### src/hdl/rse_pkg.sv
`timescale 1ns / 1ps
// ----------------------------------------------------------------------------
// rse_pkg
// Shared types and constants of the RV32 subset executor: opcodes, status
// codes, data memory geometry and the execute stage result struct.
// ----------------------------------------------------------------------------
package rse_pkg;

   // data memory geometry (MEM_BYTES must be a power of two, multiple of 4)
   localparam int MEM_BYTES = 4096;
   localparam int NUM_BANKS = 4;
   localparam int MEM_ROWS  = MEM_BYTES / NUM_BANKS;
   localparam int IDX_W     = $clog2(MEM_BYTES);
   localparam int ROW_W     = $clog2(MEM_ROWS);

   // register file
   localparam int REG_AW = 5;
   localparam logic [REG_AW-1:0] REG_ZERO = 5'd0;
   localparam logic [REG_AW-1:0] REG_A0   = 5'd10;
   localparam logic [REG_AW-1:0] REG_A1   = 5'd11;

   // opcodes
   localparam logic [6:0] OPC_OP     = 7'h33;
   localparam logic [6:0] OPC_LOAD   = 7'h03;
   localparam logic [6:0] OPC_STORE  = 7'h23;
   localparam logic [6:0] OPC_JAL    = 7'h6F;
   localparam logic [6:0] OPC_LUI    = 7'h37;
   localparam logic [6:0] OPC_SYSTEM = 7'h73;

   // funct7 of the OP group
   localparam logic [6:0] F7_BASE   = 7'h00;
   localparam logic [6:0] F7_MULDIV = 7'h01;
   localparam logic [6:0] F7_ALT    = 7'h20;

   // access sizes
   localparam logic [1:0] SZ_BYTE = 2'd0;
   localparam logic [1:0] SZ_HALF = 2'd1;
   localparam logic [1:0] SZ_WORD = 2'd2;
   localparam logic [2:0] F3_BYTE = {1'b0, SZ_BYTE};
   localparam logic [2:0] F3_HALF = {1'b0, SZ_HALF};
   localparam logic [2:0] F3_WORD = {1'b0, SZ_WORD};
   localparam logic [2:0] F3_ADD  = 3'd0;

   // ecall service numbers (taken from a0)
   localparam logic [31:0] ECALL_PINT  = 32'd1;
   localparam logic [31:0] ECALL_EXIT  = 32'd10;
   localparam logic [31:0] ECALL_PCHAR = 32'd11;

   // CSR map: register index is paddr[2]
   localparam logic CSR_IDX_START_PC = 1'b0;

   typedef enum logic [2:0] {
      ST_OK       = 3'd0,
      ST_INVALID  = 3'd1,
      ST_PINT     = 3'd2,
      ST_PCHAR    = 3'd3,
      ST_EXIT     = 3'd4,
      ST_BADECALL = 3'd5,
      ST_HALTED   = 3'd6
   } status_type;

   typedef struct packed {
      status_type  status;
      logic [31:0] next_pc;
      logic [31:0] value;
      logic        rd_we;
      logic [REG_AW-1:0] rd;
      logic        is_load;
      logic [1:0]  size;
      logic [31:0] mem_addr;
      logic        mem_we;
      logic [31:0] store_data;
      logic        set_halt;
   } exec_type;

endpackage

### src/hdl/rse_exec.sv
`timescale 1ns / 1ps
// ----------------------------------------------------------------------------
// rse_exec
// Decode and execute of one instruction: ALU, multiplier, address and
// next-pc computation, ecall and invalid handling.
// ----------------------------------------------------------------------------
module rse_exec (
   input  logic [31:0]       instr,
   input  logic [31:0]       op_a,
   input  logic [31:0]       op_b,
   input  logic [31:0]       pc,
   input  logic              halted,
   output rse_pkg::exec_type result
);
   import rse_pkg::*;

   always_comb begin
      logic [6:0]  opc;
      logic [2:0]  f3;
      logic [6:0]  f7;
      logic [31:0] imm_i;
      logic [31:0] imm_s;
      logic [31:0] imm_j;
      logic [31:0] prod;
      logic        bad;

      opc   = instr[6:0];
      f3    = instr[14:12];
      f7    = instr[31:25];
      imm_i = {{20{instr[31]}}, instr[31:20]};
      imm_s = {{20{instr[31]}}, instr[31:25], instr[11:7]};
      imm_j = {{11{instr[31]}}, instr[31], instr[19:12], instr[20], instr[30:21], 1'b0};
      prod  = op_a * op_b;
      bad   = 1'b0;

      result            = '0;
      result.status     = ST_OK;
      result.next_pc    = pc + 32'd4;
      result.rd         = instr[11:7];
      result.size       = f3[1:0];
      result.store_data = op_b;
      result.mem_addr   = op_a + imm_i;

      unique case (opc)
         OPC_OP: begin
            result.rd_we = 1'b1;
            if (f3 != F3_ADD) begin
               bad = 1'b1;
            end else begin
               unique case (f7)
                  F7_BASE:   result.value = op_a + op_b;
                  F7_MULDIV: result.value = prod;
                  F7_ALT:    result.value = op_a - op_b;
                  default:   bad = 1'b1;
               endcase
            end
         end
         OPC_LOAD: begin
            result.rd_we   = 1'b1;
            result.is_load = 1'b1;
            unique case (f3)
               F3_BYTE, F3_HALF, F3_WORD: ;
               default: bad = 1'b1;
            endcase
         end
         OPC_STORE: begin
            result.mem_addr = op_a + imm_s;
            result.mem_we   = 1'b1;
            unique case (f3)
               F3_BYTE, F3_HALF, F3_WORD: ;
               default: bad = 1'b1;
            endcase
         end
         OPC_JAL: begin
            result.rd_we   = 1'b1;
            result.value   = pc + 32'd4;
            result.next_pc = pc + imm_j;
         end
         OPC_LUI: begin
            result.rd_we = 1'b1;
            result.value = {instr[31:12], 12'd0};
         end
         OPC_SYSTEM: begin
            result.value = op_b;
            if (op_a == ECALL_PINT) begin
               result.status = ST_PINT;
            end else if (op_a == ECALL_PCHAR) begin
               result.status = ST_PCHAR;
            end else begin
               result.status   = (op_a == ECALL_EXIT) ? ST_EXIT : ST_BADECALL;
               result.set_halt = 1'b1;
               result.next_pc  = pc;
            end
         end
         default: bad = 1'b1;
      endcase

      if (bad) begin
         result.status   = ST_INVALID;
         result.value    = '0;
         result.next_pc  = pc;
         result.set_halt = 1'b1;
         result.rd_we    = 1'b0;
         result.is_load  = 1'b0;
         result.mem_we   = 1'b0;
      end

      if (halted) begin
         result.status   = ST_HALTED;
         result.value    = '0;
         result.next_pc  = pc;
         result.set_halt = 1'b0;
         result.rd_we    = 1'b0;
         result.is_load  = 1'b0;
         result.mem_we   = 1'b0;
      end
   end

endmodule
### config.mk
export PLATFORM = sky130hd
export DESIGN_NAME = rse_exec
export DESIGN_NICKNAME = d
export VERILOG_FILES = /design/src/hdl/rse_pkg.sv /design/src/hdl/rse_exec.sv
export SDC_FILE = /design/constraint.sdc
export NUM_CORES = 2
export LEC_CHECK = 0
export BUFFER_PORTS_ARGS = -buffer_cell sky130_fd_sc_hd__buf_2
export CORE_MARGIN = 10
export CORE_UTILIZATION = 55
export DETAILED_ROUTE_END_ITERATION = 8
export PLACE_DENSITY = 0.85
export SYNTH_ARGS = -nofsm -noshare
export SYNTH_HDL_FRONTEND = slang
export SYNTH_SLANG_ARGS = --single-unit
### constraint.sdc
create_clock -name vclk -period 18.1
set_clock_uncertainty 0.15 [all_clocks]
set_input_delay 5.43 -clock vclk [all_inputs]
set_output_delay 5.43 -clock vclk [all_outputs]
set_load 0.02 [all_outputs]
==> run metrics <==
total track usage 32.9%; share of post-route cells with drive strength above 1 approximately 14%; Area contributors post-synth fa_1, ha_1, and2_1, inv_1, nand2_1; synth-to-layout area growth 9.85%; crit share post-route ~100%; Critical Path Start op_a[13]; row count 75; fin crit period 17900 ps; vias post-DR 22800; synthesized area ~24000 um2; DR pass1 iterations 8; HP Class in -> out; final hold vios 0; Rel. slew slack 4.18%; I/O pins about 270; PostCTS Resize Cnt 0; Starting Density 56.0%; area leader, netlist fa_1; input/output buffers approximately 270; placed inst area 25800 um2; die outline height 227 um; die area between 50000 and 60000 um2; status completed; path type of the worst setup path in -> out; cell count after synthesis 2960; cts hold-fix bufs 0; core area 42200 um2; DRT iter0 DRCs 2617; routed len/inst 23.0 um; routed vias/inst roughly 6.2; commonest non-fill, non-tap cell in the layout inv_1; maxcap violations 0; final instance area 26000 um2; CP endpoint kind primary output; dpl hpwl 71300 um; Required @ worst endpoint 12520 ps; setup_tns 0 ps; antenna viol nets, final 0; most frequent cells in the layout inv_1, fa_1, nand2_1, and2_1, buf_2; Slew Limit Fails 0; first-pass GRT wire length 133000 um; Worst EP arrival 12320 ps; Post-Syn Nets 3718; initial antenna violation count 6; clkbuf count 0; top-area cell type share of the netlist area about a third; Yosys Warn Count 0; die width 227 um; DRT Wirelength 85200 um; Layout fillers approximately 3600; final setup violation count 0; Yosys cell types between 60 and 70; sequential cells 0; syn_area_per_cell 7.99 um2; GPL Wtd Cong 1.06; Post-CTS Repair Setup Buffers 0; GRT overflow 0; largest net degree at the start of global routing 56; critical path launch point type input pin; Register Area 0 um2; register area share after synthesis 0%; Worst Path Max Fanout 18; worst setup path end result[98]; # nets final 3916; Least-Margin Pin Slew 1420 ps; Max Clk Rate roughly 56 MHz; vias in the first global route about 24000; drt drc 0
==> synth_stat cells (20+ instances only) <==
cell type  number
o21ai_0       103
nand3_1        38
a31oi_1        20
clkbuf_1      152
a21o_1         40
a21oi_1       143
nor2_1        114
xnor2_1       146
inv_1         428
a222oi_1       24
nand2b_1       24
and3_1         21
buf_4          40
nand2_1       365
nor3_1         42
xor2_1         74
fa_1          411
and2_1        296
ha_1          218
==> routing by layer <==
| metal | vias to the layer above | GRT usage, % | part of all wire [%] |
|---|---|---|---|
| li1 | 9927 | - | - |
| met1 | 11000 | 39.8 | 35 |
| met2 | 1556 | 53.8 | 46 |
| met3 | 319 | 7.91 | 12 |
| met4 | 2 | 17.2 | 6.0 |
| met5 | - | 0 | 0.013 |
==> worst min path at each step <==
| stage | startpoint | end | slack, ps | cells past startpoint |
|---|---|---|---|---|
| after floorplan | halted | result[0] | 10790 | 1 |
| after global placement | instr[8] | result[70] | 10940 | 2 |
| after detailed placement | instr[7] | result[69] | 10950 | 2 |
| after CTS | instr[7] | result[69] | 10950 | 2 |
| after global routing | instr[8] | result[70] | 10960 | 2 |
| final | instr[7] | result[69] | 10950 | 2 |
==> kinds of logic (layout without fill, tap and decap cells) <==
family                     count (synthesis)  count (layout)  synth area share [%]
and+or+nand+nor                          990             990                  20.9
adders and majority gates                629             629                  46.4
buffers and inverters                    621             817                  10.5
AOI/OAI and AO/OA                        490             490                  13.6
xor gates and xnor gates                 220             220                  8.15
muxes                                     10              10                 0.450
other                                      0               2                     0
==> metrics by stage <==
step           utilization (%)  worst slack, ps  hold slack, ps  std cells
2_1_floorplan                -              467           10790       2960
3_5_place_dp              61.1             92.6           10950       3695
5_1_grt                   61.5            -7.24           10960       3696
3_3_place_gp              61.1              172           10940       3695
4_1_cts                   61.1             19.9           10950       3695
6_report                  61.5              202           10950       3697
==> final cells by class <==
type | instances | area (um2) | share of cell area, %
multi-input combinational | 2339 | 21300 | 82.0
timing repair buffer | 389 | 2390 | 9.21
inverter | 428 | 1610 | 6.19
tap | 539 | 674 | 2.60
antenna | 2 | 5.00 | 0.0193
==> critical path, stage by stage <==
cell and delay, ps:
buf_4 200, buf_4 190, and2_1 170, fa_1 530, inv_1 70, fa_1 500
fa_1 460, fa_1 540, inv_1 50, fa_1 450, ha_1 310, fa_1 520
fa_1 490, ha_4 320, nand3_2 120, o221a_2 330, a22o_1 230, nor2_2 140
buf_4 130, nand3_1 70, o21ai_1 150, xor2_1 230, nand2_1 140, a21oi_2 210
buf_4 150, buf_2 170
Power is left out: the tool's default activity adds up to more than one toggle a clock period on the data nets, which glitch-free logic cannot reach.
