File: config.mk
export PLATFORM = sky130hd
export DESIGN_NAME = rse_regfile
export DESIGN_NICKNAME = d
export VERILOG_FILES = /design/src/hdl/rse_pkg.sv /design/src/hdl/rse_regfile.sv
export SDC_FILE = /design/constraint.sdc
export NUM_CORES = 1
export LEC_CHECK = 0
export BUFFER_PORTS_ARGS = -buffer_cell sky130_fd_sc_hd__buf_2
export CORE_MARGIN = 1.5
export CORE_UTILIZATION = 30
export DETAILED_ROUTE_END_ITERATION = 8
export MAX_ROUTING_LAYER = met4
export PLACE_DENSITY = 0.54
export SLEW_MARGIN = 5
export SYNTH_ARGS = -nofsm -noshare
export SYNTH_HDL_FRONTEND = slang
export SYNTH_SLANG_ARGS = --single-unit
File: constraint.sdc
create_clock -name clock -period 9.2 [get_ports clock]
set_input_delay 0.92 -clock clock [delete_from_list [all_inputs] [get_ports clock]]
set_output_delay 0.92 -clock clock [all_outputs]
set_load 0.005 [all_outputs]
File: src/hdl/rse_pkg.sv
`timescale 1ns / 1ps
// ----------------------------------------------------------------------------
// rse_pkg
// Shared types and constants of the RV32 subset executor: opcodes, status
// codes, data memory geometry and the execute stage result struct.
// ----------------------------------------------------------------------------
package rse_pkg;

   // data memory geometry (MEM_BYTES must be a power of two, multiple of 4)
   localparam int MEM_BYTES = 4096;
   localparam int NUM_BANKS = 4;
   localparam int MEM_ROWS  = MEM_BYTES / NUM_BANKS;
   localparam int IDX_W     = $clog2(MEM_BYTES);
   localparam int ROW_W     = $clog2(MEM_ROWS);

   // register file
   localparam int REG_AW = 5;
   localparam logic [REG_AW-1:0] REG_ZERO = 5'd0;
   localparam logic [REG_AW-1:0] REG_A0   = 5'd10;
   localparam logic [REG_AW-1:0] REG_A1   = 5'd11;

   // opcodes
   localparam logic [6:0] OPC_OP     = 7'h33;
   localparam logic [6:0] OPC_LOAD   = 7'h03;
   localparam logic [6:0] OPC_STORE  = 7'h23;
   localparam logic [6:0] OPC_JAL    = 7'h6F;
   localparam logic [6:0] OPC_LUI    = 7'h37;
   localparam logic [6:0] OPC_SYSTEM = 7'h73;

   // funct7 of the OP group
   localparam logic [6:0] F7_BASE   = 7'h00;
   localparam logic [6:0] F7_MULDIV = 7'h01;
   localparam logic [6:0] F7_ALT    = 7'h20;

   // access sizes
   localparam logic [1:0] SZ_BYTE = 2'd0;
   localparam logic [1:0] SZ_HALF = 2'd1;
   localparam logic [1:0] SZ_WORD = 2'd2;
   localparam logic [2:0] F3_BYTE = {1'b0, SZ_BYTE};
   localparam logic [2:0] F3_HALF = {1'b0, SZ_HALF};
   localparam logic [2:0] F3_WORD = {1'b0, SZ_WORD};
   localparam logic [2:0] F3_ADD  = 3'd0;

   // ecall service numbers (taken from a0)
   localparam logic [31:0] ECALL_PINT  = 32'd1;
   localparam logic [31:0] ECALL_EXIT  = 32'd10;
   localparam logic [31:0] ECALL_PCHAR = 32'd11;

   // CSR map: register index is paddr[2]
   localparam logic CSR_IDX_START_PC = 1'b0;

   typedef enum logic [2:0] {
      ST_OK       = 3'd0,
      ST_INVALID  = 3'd1,
      ST_PINT     = 3'd2,
      ST_PCHAR    = 3'd3,
      ST_EXIT     = 3'd4,
      ST_BADECALL = 3'd5,
      ST_HALTED   = 3'd6
   } status_type;

   typedef struct packed {
      status_type  status;
      logic [31:0] next_pc;
      logic [31:0] value;
      logic        rd_we;
      logic [REG_AW-1:0] rd;
      logic        is_load;
      logic [1:0]  size;
      logic [31:0] mem_addr;
      logic        mem_we;
      logic [31:0] store_data;
      logic        set_halt;
   } exec_type;

endpackage

File: src/hdl/rse_regfile.sv
`timescale 1ns / 1ps
// ----------------------------------------------------------------------------
// rse_regfile
// 32 x 32 register file, two registered read ports, one write port with
// write-through to the reads. x0 reads zero; unwritten entries read zero.
// ----------------------------------------------------------------------------
module rse_regfile (
   input  logic                      clock,
   input  logic                      reset,
   input  logic                      rd_en,
   input  logic [rse_pkg::REG_AW-1:0] ra_addr,
   input  logic [rse_pkg::REG_AW-1:0] rb_addr,
   output logic [31:0]               ra_data,
   output logic [31:0]               rb_data,
   input  logic                      wr_en,
   input  logic [rse_pkg::REG_AW-1:0] wr_addr,
   input  logic [31:0]               wr_data
);
   import rse_pkg::*;

   logic [31:0] rf_mem_ff [32];
   logic [31:0] valid_ff;
   logic [31:0] ra_ff;
   logic [31:0] rb_ff;

   always_ff @(posedge clock) begin
      if (reset) begin
         valid_ff <= '0;
      end else if (wr_en && wr_addr != REG_ZERO) begin
         valid_ff[wr_addr] <= 1'b1;
      end
   end

   always_ff @(posedge clock) begin
      if (wr_en && wr_addr != REG_ZERO) begin
         rf_mem_ff[wr_addr] <= wr_data;
      end
      if (rd_en) begin
         if (ra_addr == REG_ZERO) ra_ff <= '0;
         else if (wr_en && wr_addr == ra_addr) ra_ff <= wr_data;
         else if (valid_ff[ra_addr]) ra_ff <= rf_mem_ff[ra_addr];
         else ra_ff <= '0;

         if (rb_addr == REG_ZERO) rb_ff <= '0;
         else if (wr_en && wr_addr == rb_addr) rb_ff <= wr_data;
         else if (valid_ff[rb_addr]) rb_ff <= rf_mem_ff[rb_addr];
         else rb_ff <= '0;
      end
   end

   assign ra_data = ra_ff;
   assign rb_data = rb_ff;

endmodule

==> impl_metrics.tcl, run 1 <==
set metrics [dict create \
    endpoint_kind "flip-flop" \
    post-cts-setup-buffers 0 \
    ys_ff_latch 1120 \
    yosys_warnings 0 \
    drv_slew 0 \
    r2r_cells 6 \
    fin_crit_sh_pct 46.0 \
    cp-startpoint "ra_addr[0]" \
    ioPinCount 115 \
    p_int_mw 8.74 \
    fillers 15800 \
    drive_gt1_share_pct 32.5 \
    first_iter_violations 3395 \
    drt_wl_total_um 166000 \
    holdPathStages 1 \
    combPwrFrac_pct 8.1 \
    hold_viol 0 \
    htree_levels 3 \
    drc_errors 0 \
    first_global_vias 29300 \
    clockBufferDepth 3 \
    holdWs_ns 0.494 \
    arrival_ns 4.66 \
    cts_root_buf "clkbuf_16" \
    path_max_fanout 60 \
    min_period_ns 4.23 \
    fin_worst_skew_ns 0.0388 \
    clock-sinks 1120 \
    first_pass_iters 5 \
    synth.avg_cell_area_um2 19.9 \
    start_kind "input pin" \
    dieHeight_um 416 \
    max_cap_viol_count 0 \
    grt-ovfl-total 0 \
    layout_common_cells "1088 x edfxtp_1, 493 x mux4_2, 196 x mux2i_1" \
    cts_resized 0 \
    swShare_pct 23.0 \
    crit_path_top_delay_cell "buf_4" \
    p_per_area_nw_per_um2 195 \
    die_area_um2 173000 \
    crit_top_cell "buf_4" \
    ys_types 45 \
    power_switching_mw 2.61 \
    dp_cells 4794 \
    io_buffers 114 \
    hold_buffers 0 \
    fmax_ghz 0.236 \
    area_delta_synth_final_pct 13.4 \
    grt_max_degree 110 \
    leakagePower_nw 18.3 \
    yosysSeqAreaShare_pct 65.1 \
    setup.worst_path.class "in2reg" \
    routabilityCongestion 0.767 \
    cpPeakStageDelay_ns 0.85 \
    synthesis.area_um2 51200 \
    grt_first_pass_wirelength_um 231000 \
    r2r_start "valid_ff[3]" \
    fin_tns_setup_ns 0 \
    syn_inst 2576 \
    synthArstFlopShare_pct 0 \
    irDropWorstVdd_mv 0.171 \
    worstPathCellList "buf_8 > buf_4 > mux4_2 > mux2i_1 > nor2_1 > a311oi_4 > buf_4 > o31ai_1" \
    die-width_um 416 \
    setup_viol 0 \
    wl_per_cell_um 33.2 \
    p_total_mw 11.3 \
    routed_via_density 5.69 \
    maxSlewHeadroom_pct 23.3 \
    coreArea_um2 169000 \
    ant_nets 0 \
    grt_setup_unrepaired "no" \
    synth-edff-count 1088 \
    final_common_cell "edfxtp_1" \
    status "completed" \
    hold_path.class "reg2reg" \
    critPathRequiredTime_ns 9.63 \
    clk_pin_slew_ns 0.06 \
    row_count 151 \
    num_vias 28500 \
    start_util_pct 30.2 \
    insertion_delay_ns 0.75 \
    hold_start "valid_ff[0]" \
    dp_hpwl_um 86800 \
    cts-buffers-inserted 117 \
    synth_flop_cell "edfxtp_1" \
    fin_nets 2746 \
    grt_usage_pct 19.6 \
    worst_pin_slew_ns 1.15 \
    antenna_found_initial 7 \
    final_cells 5008 \
    pwr-share-clk_pct 41.3 \
    seqPwrFrac_pct 50.6 \
    cts_tree "done" \
]
==> metrics by stage <==
stage | area, µm² | utilization, % | worst slack (ns)
floorplan | 51300 | - | 4.18
global placement | 54300 | 32.1 | 4.14
detailed placement | 54300 | 32.1 | 4.17
CTS | 58100 | 34.3 | 4.96
global route | 58100 | 34.3 | 4.72
finish | 58100 | 34.3 | 4.97
==> metal layers <==
metal | track usage [%] | vias up | wire [µm]
met2 | 31.6 | 1288 | 81500
met1 | 25.8 | 15600 | 69100
met5 | - | - | 0
met3 | 2.90 | 248 | 10900
met4 | 5.36 | 0 | 4800
li1 | - | 11400 | -
==> synthesized netlist by cell type (2+ instances only) <==
| cell type | instances | area [µm²] |
|---|---|---|
| a22o_1 | 59 | 517 |
| o31ai_1 | 32 | 240 |
| xor2_1 | 4 | 35.0 |
| buf_8 | 2 | 30.0 |
| mux2i_1 | 196 | 1960 |
| nor2_1 | 88 | 330 |
| edfxtp_1 | 1088 | 32700 |
| o22ai_1 | 35 | 219 |
| a31oi_1 | 2 | 12.5 |
| buf_4 | 37 | 278 |
| nor4_1 | 6 | 37.5 |
| mux2_2 | 12 | 135 |
| a22oi_1 | 32 | 240 |
| nand2_1 | 43 | 161 |
| o221ai_1 | 64 | 561 |
| nor2b_1 | 7 | 43.8 |
| a221oi_1 | 7 | 61.3 |
| or2_2 | 3 | 18.8 |
| a21oi_1 | 94 | 470 |
| or3_1 | 2 | 12.5 |
| buf_1 | 13 | 48.8 |
| o21ba_2 | 2 | 20.0 |
| nand4_1 | 2 | 12.5 |
| inv_1 | 2 | 7.51 |
| a211oi_2 | 10 | 125 |
| buf_2 | 52 | 260 |
| a211oi_1 | 17 | 128 |
| nand3_1 | 5 | 25.0 |
| and2_1 | 4 | 25.0 |
| dfxtp_1 | 32 | 641 |
| buf_6 | 26 | 293 |
| xnor2_1 | 6 | 52.6 |
| clkbuf_1 | 85 | 319 |
| o21ai_0 | 2 | 10.0 |
| mux4_2 | 493 | 11100 |
| nand2b_1 | 3 | 18.8 |
==> power by group through the flow <==
stage | clock network, mW | registers, mW | logic (mW)
2_1_floorplan | 0 | 5.83 | 0.583
3_3_place_gp | 0 | 5.85 | 0.927
3_5_place_dp | 0 | 5.85 | 0.928
4_1_cts | 4.76 | 5.74 | 0.929
5_1_grt | 4.95 | 5.75 | 0.976
6_report | 4.68 | 5.74 | 0.923
==> worst max-delay path, delay by kind of cell <==
kind                   cells  cell delay (ns)
muxes                      2             0.75
buffers and inverters      3             2.12
AOI/OAI and AO/OA          2             0.69
and+or+nand+nor            1             0.08
==> flip-flops by register name, indices dropped and copies added (netlist names) <==
signal     flops
rf_mem_ff   1024
valid_ff      32
ra_data       32
rb_data       32
==> area by class of cell <==
cell class / instances / area [µm²] / share of cell area (%)
Sequential cell: 1120 / 33300 / 57.4
Multi-Input combinational cell: 1270 / 17000 / 29.4
Antenna cell: 2 / 5.00 / 0.00862
Timing Repair Buffer: 184 / 1200 / 2.07
Clock inverter: 64 / 578 / 0.996
Tap cell: 2218 / 2780 / 4.78
Clock buffer: 148 / 3140 / 5.41
Inverter: 2 / 7.51 / 0.0129
==> logic make-up (layout without fill, tap and decap cells) <==
logic type	after synthesis	in the layout	share of synthesized area (%)
mux	701	701	25.8
flops	1120	1120	65.1
buf+inv	217	398	2.41
xor+xnor	10	10	0.171
simple gates	169	169	1.43
compound gates	358	358	5.12
other cells	1	34	0.00733
==> path summary, 6_finish.rpt <==
path	to	slack [ns]
max	ra_data[22]	4.97
max reg2reg	ra_data[22]	6.44
min reg2reg	valid_ff[0]	0.49
min	valid_ff[0]	0.49
Power figures use the tool's default switching activity.
==> run 2, diff against run 1 <==
clock period = 4.07 ns   (was 9.2 ns; I/O delays follow)
==> run 2 against run 1 <==
  * Final cell count is 0.76% higher
  * Global-route usage is 0.48 points higher
  * Highest routed layer unchanged
  * Largest cell class unchanged
  * Critical endpoint is now rb_data[16]
  * Sequential share of layout area is 0.80 points lower
  * Clock skew is 0.0066 ns lower
  * Worst setup slack worse by 3.4 ns
==> impl_metrics.tcl, run 2 (synthesized netlist as in run 1, its figures left out) <==
set metrics [dict create \
    first_global_vias 29400 \
    ioPinCount 115 \
    hold_viol 0 \
    p_per_area_nw_per_um2 442 \
    detailedPlace.worstSlack_ns 0.799 \
    fmax_ghz 0.399 \
    ant_nets 0 \
    clockBufferDepth 3 \
    pwr-share-clk_pct 41.9 \
    cpPeakStageDelay_ns 0.55 \
    dp_cells 4823 \
    die_area_um2 173000 \
    antenna_found_initial 8 \
    worstPathCellList "mux4_2 > mux2i_1 > o221ai_1 > and3_2 > buf_12 > a22o_1" \
    combPwrFrac_pct 8.3 \
    maxSlewHeadroom_pct 25.7 \
    insertion_delay_ns 0.76 \
    grt_max_degree 115 \
    fin_nets 2776 \
    crit_family "multiplexers" \
    endpoint_kind "flip-flop" \
    post-cts-setup-buffers 0 \
    first_pass_iters 7 \
    routed_via_density 5.75 \
    layout_common_cells "1088 x edfxtp_1, 493 x mux4_2, 196 x mux2i_1" \
    min_period_ns 2.51 \
    drt_wl_total_um 171000 \
    coreArea_um2 169000 \
    finalWorstSetupSlack_ns 1.56 \
    num_vias 29000 \
    grt_usage_pct 20.0 \
    leakagePower_nw 18.7 \
    setup_viol 0 \
    p_int_mw 20.0 \
    routabilityCongestion 0.801 \
    path_max_fanout 17 \
    die-width_um 416 \
    power_switching_mw 6.06 \
    start_kind "flip-flop" \
    fin_worst_skew_ns 0.0322 \
    setup.worst_path.class "reg2reg" \
    grt-ovfl-total 0 \
    htree_levels 3 \
    top_register "rf_mem_ff" \
    first_iter_violations 3622 \
    worst_pin_slew_ns 1.11 \
    fin_tns_setup_ns 0 \
    p_total_mw 26.1 \
    fin_crit_sh_pct 61.6 \
    cts_resized 0 \
    max_cap_viol_count 0 \
    row_count 151 \
    drive_gt1_share_pct 33.9 \
    final_common_cell "edfxtp_1" \
    cts_root_buf "clkbuf_16" \
    clk_pin_slew_ns 0.06 \
    crit_path_top_delay_cell "and3_2" \
    drv_slew 0 \
    wl_per_cell_um 33.8 \
    area_delta_synth_final_pct 15.0 \
    dieHeight_um 416 \
    arrival_ns 2.99 \
    irDropWorstVdd_mv 0.383 \
    critPathRequiredTime_ns 4.56 \
    cts_tree "done" \
    grt_setup_unrepaired "no" \
    drc_errors 0 \
    hold_buffers 0 \
    largest_reg_flops 1024 \
    final_cells 5046 \
    start_util_pct 30.2 \
    grt_first_pass_wirelength_um 235000 \
    clock-sinks 1120 \
    status "completed" \
    cts-buffers-inserted 118 \
    hold_path.class "in2reg" \
    crit_buf_inv 1 \
    dp_hpwl_um 92000 \
    seqPwrFrac_pct 49.8 \
    swShare_pct 23.3 \
    io_buffers 114 \
]
run 2: changes by cell type in the layout (fill, tap and decap cells not counted), moves of 2 or more:
cell	previous run	this run
clkinv_2	18	28
clkbuf_1	26	21
buf_4	69	64
clkbuf_2	0	3
clkinv_8	2	5
clkbuf_8	3	10
clkinv_1	28	18
clkinvlp_4	2	4
inv_6	3	0
buf_12	4	38
run 2: path summary, 6_finish.rpt:
check                                   from           end  slack [ns]  cells past startpoint
worst min register to register   valid_ff[0]   valid_ff[0]        0.49                      1
worst max register to register  valid_ff[23]   rb_data[16]        1.56                      6
worst max-delay path            valid_ff[23]   rb_data[16]        1.56                      6
worst min-delay path                   reset  valid_ff[21]        0.16                      2
run 2: final cells by class:
cell class	count	area, µm²
multi-input cells	1270	17000
clock buffers	152	3210
well taps	2218	2780
repair buffers	213	1840
inverters	2	7.51
clock inverters	69	687
diodes	2	5.00
flip-flops and latches	1120	33300
fillers	15700	111000
run 2: power groups by stage:
stage,Sequential (mW),Clock (mW),Combinational (mW)
finish,13.0,10.9,2.15
global route,13.0,11.5,2.27
CTS,13.0,11.1,2.17
detailed placement,13.2,0,2.17
global placement,13.2,0,2.16
floorplan,13.2,0,1.32
run 2: per-layer routing:
metal / wire length (µm) / global-route usage (%) / vias up / part of all wire, %
li1: - / - / 11500 / -
met1: 68900 / 26.0 / 15900 / 40
met2: 84700 / 32.6 / 1358 / 50
met3: 12300 / 3.15 / 323 / 7.2
met4: 4870 / 5.76 / 0 / 2.8
met5: 0 / - / - / 0
run 2: stage by stage:
stage / area (µm²) / hold slack (ns) / util, %
after global routing: 58900 / 0.157 / 34.7
after floorplan: 51300 / 0.451 / -
final: 58900 / 0.157 / 34.7
after CTS: 58900 / 0.116 / 34.7
after global placement: 55000 / 0.464 / 32.4
after detailed placement: 55000 / 0.475 / 32.4
run 2: worst reg2reg max path: stages (launching register included):
cell and delay [ns]:
dfxtp_1 0.33, mux4_2 0.47, mux2i_1 0.21, o221ai_1 0.13, and3_2 0.55, buf_12 0.33, a22o_1 0.23
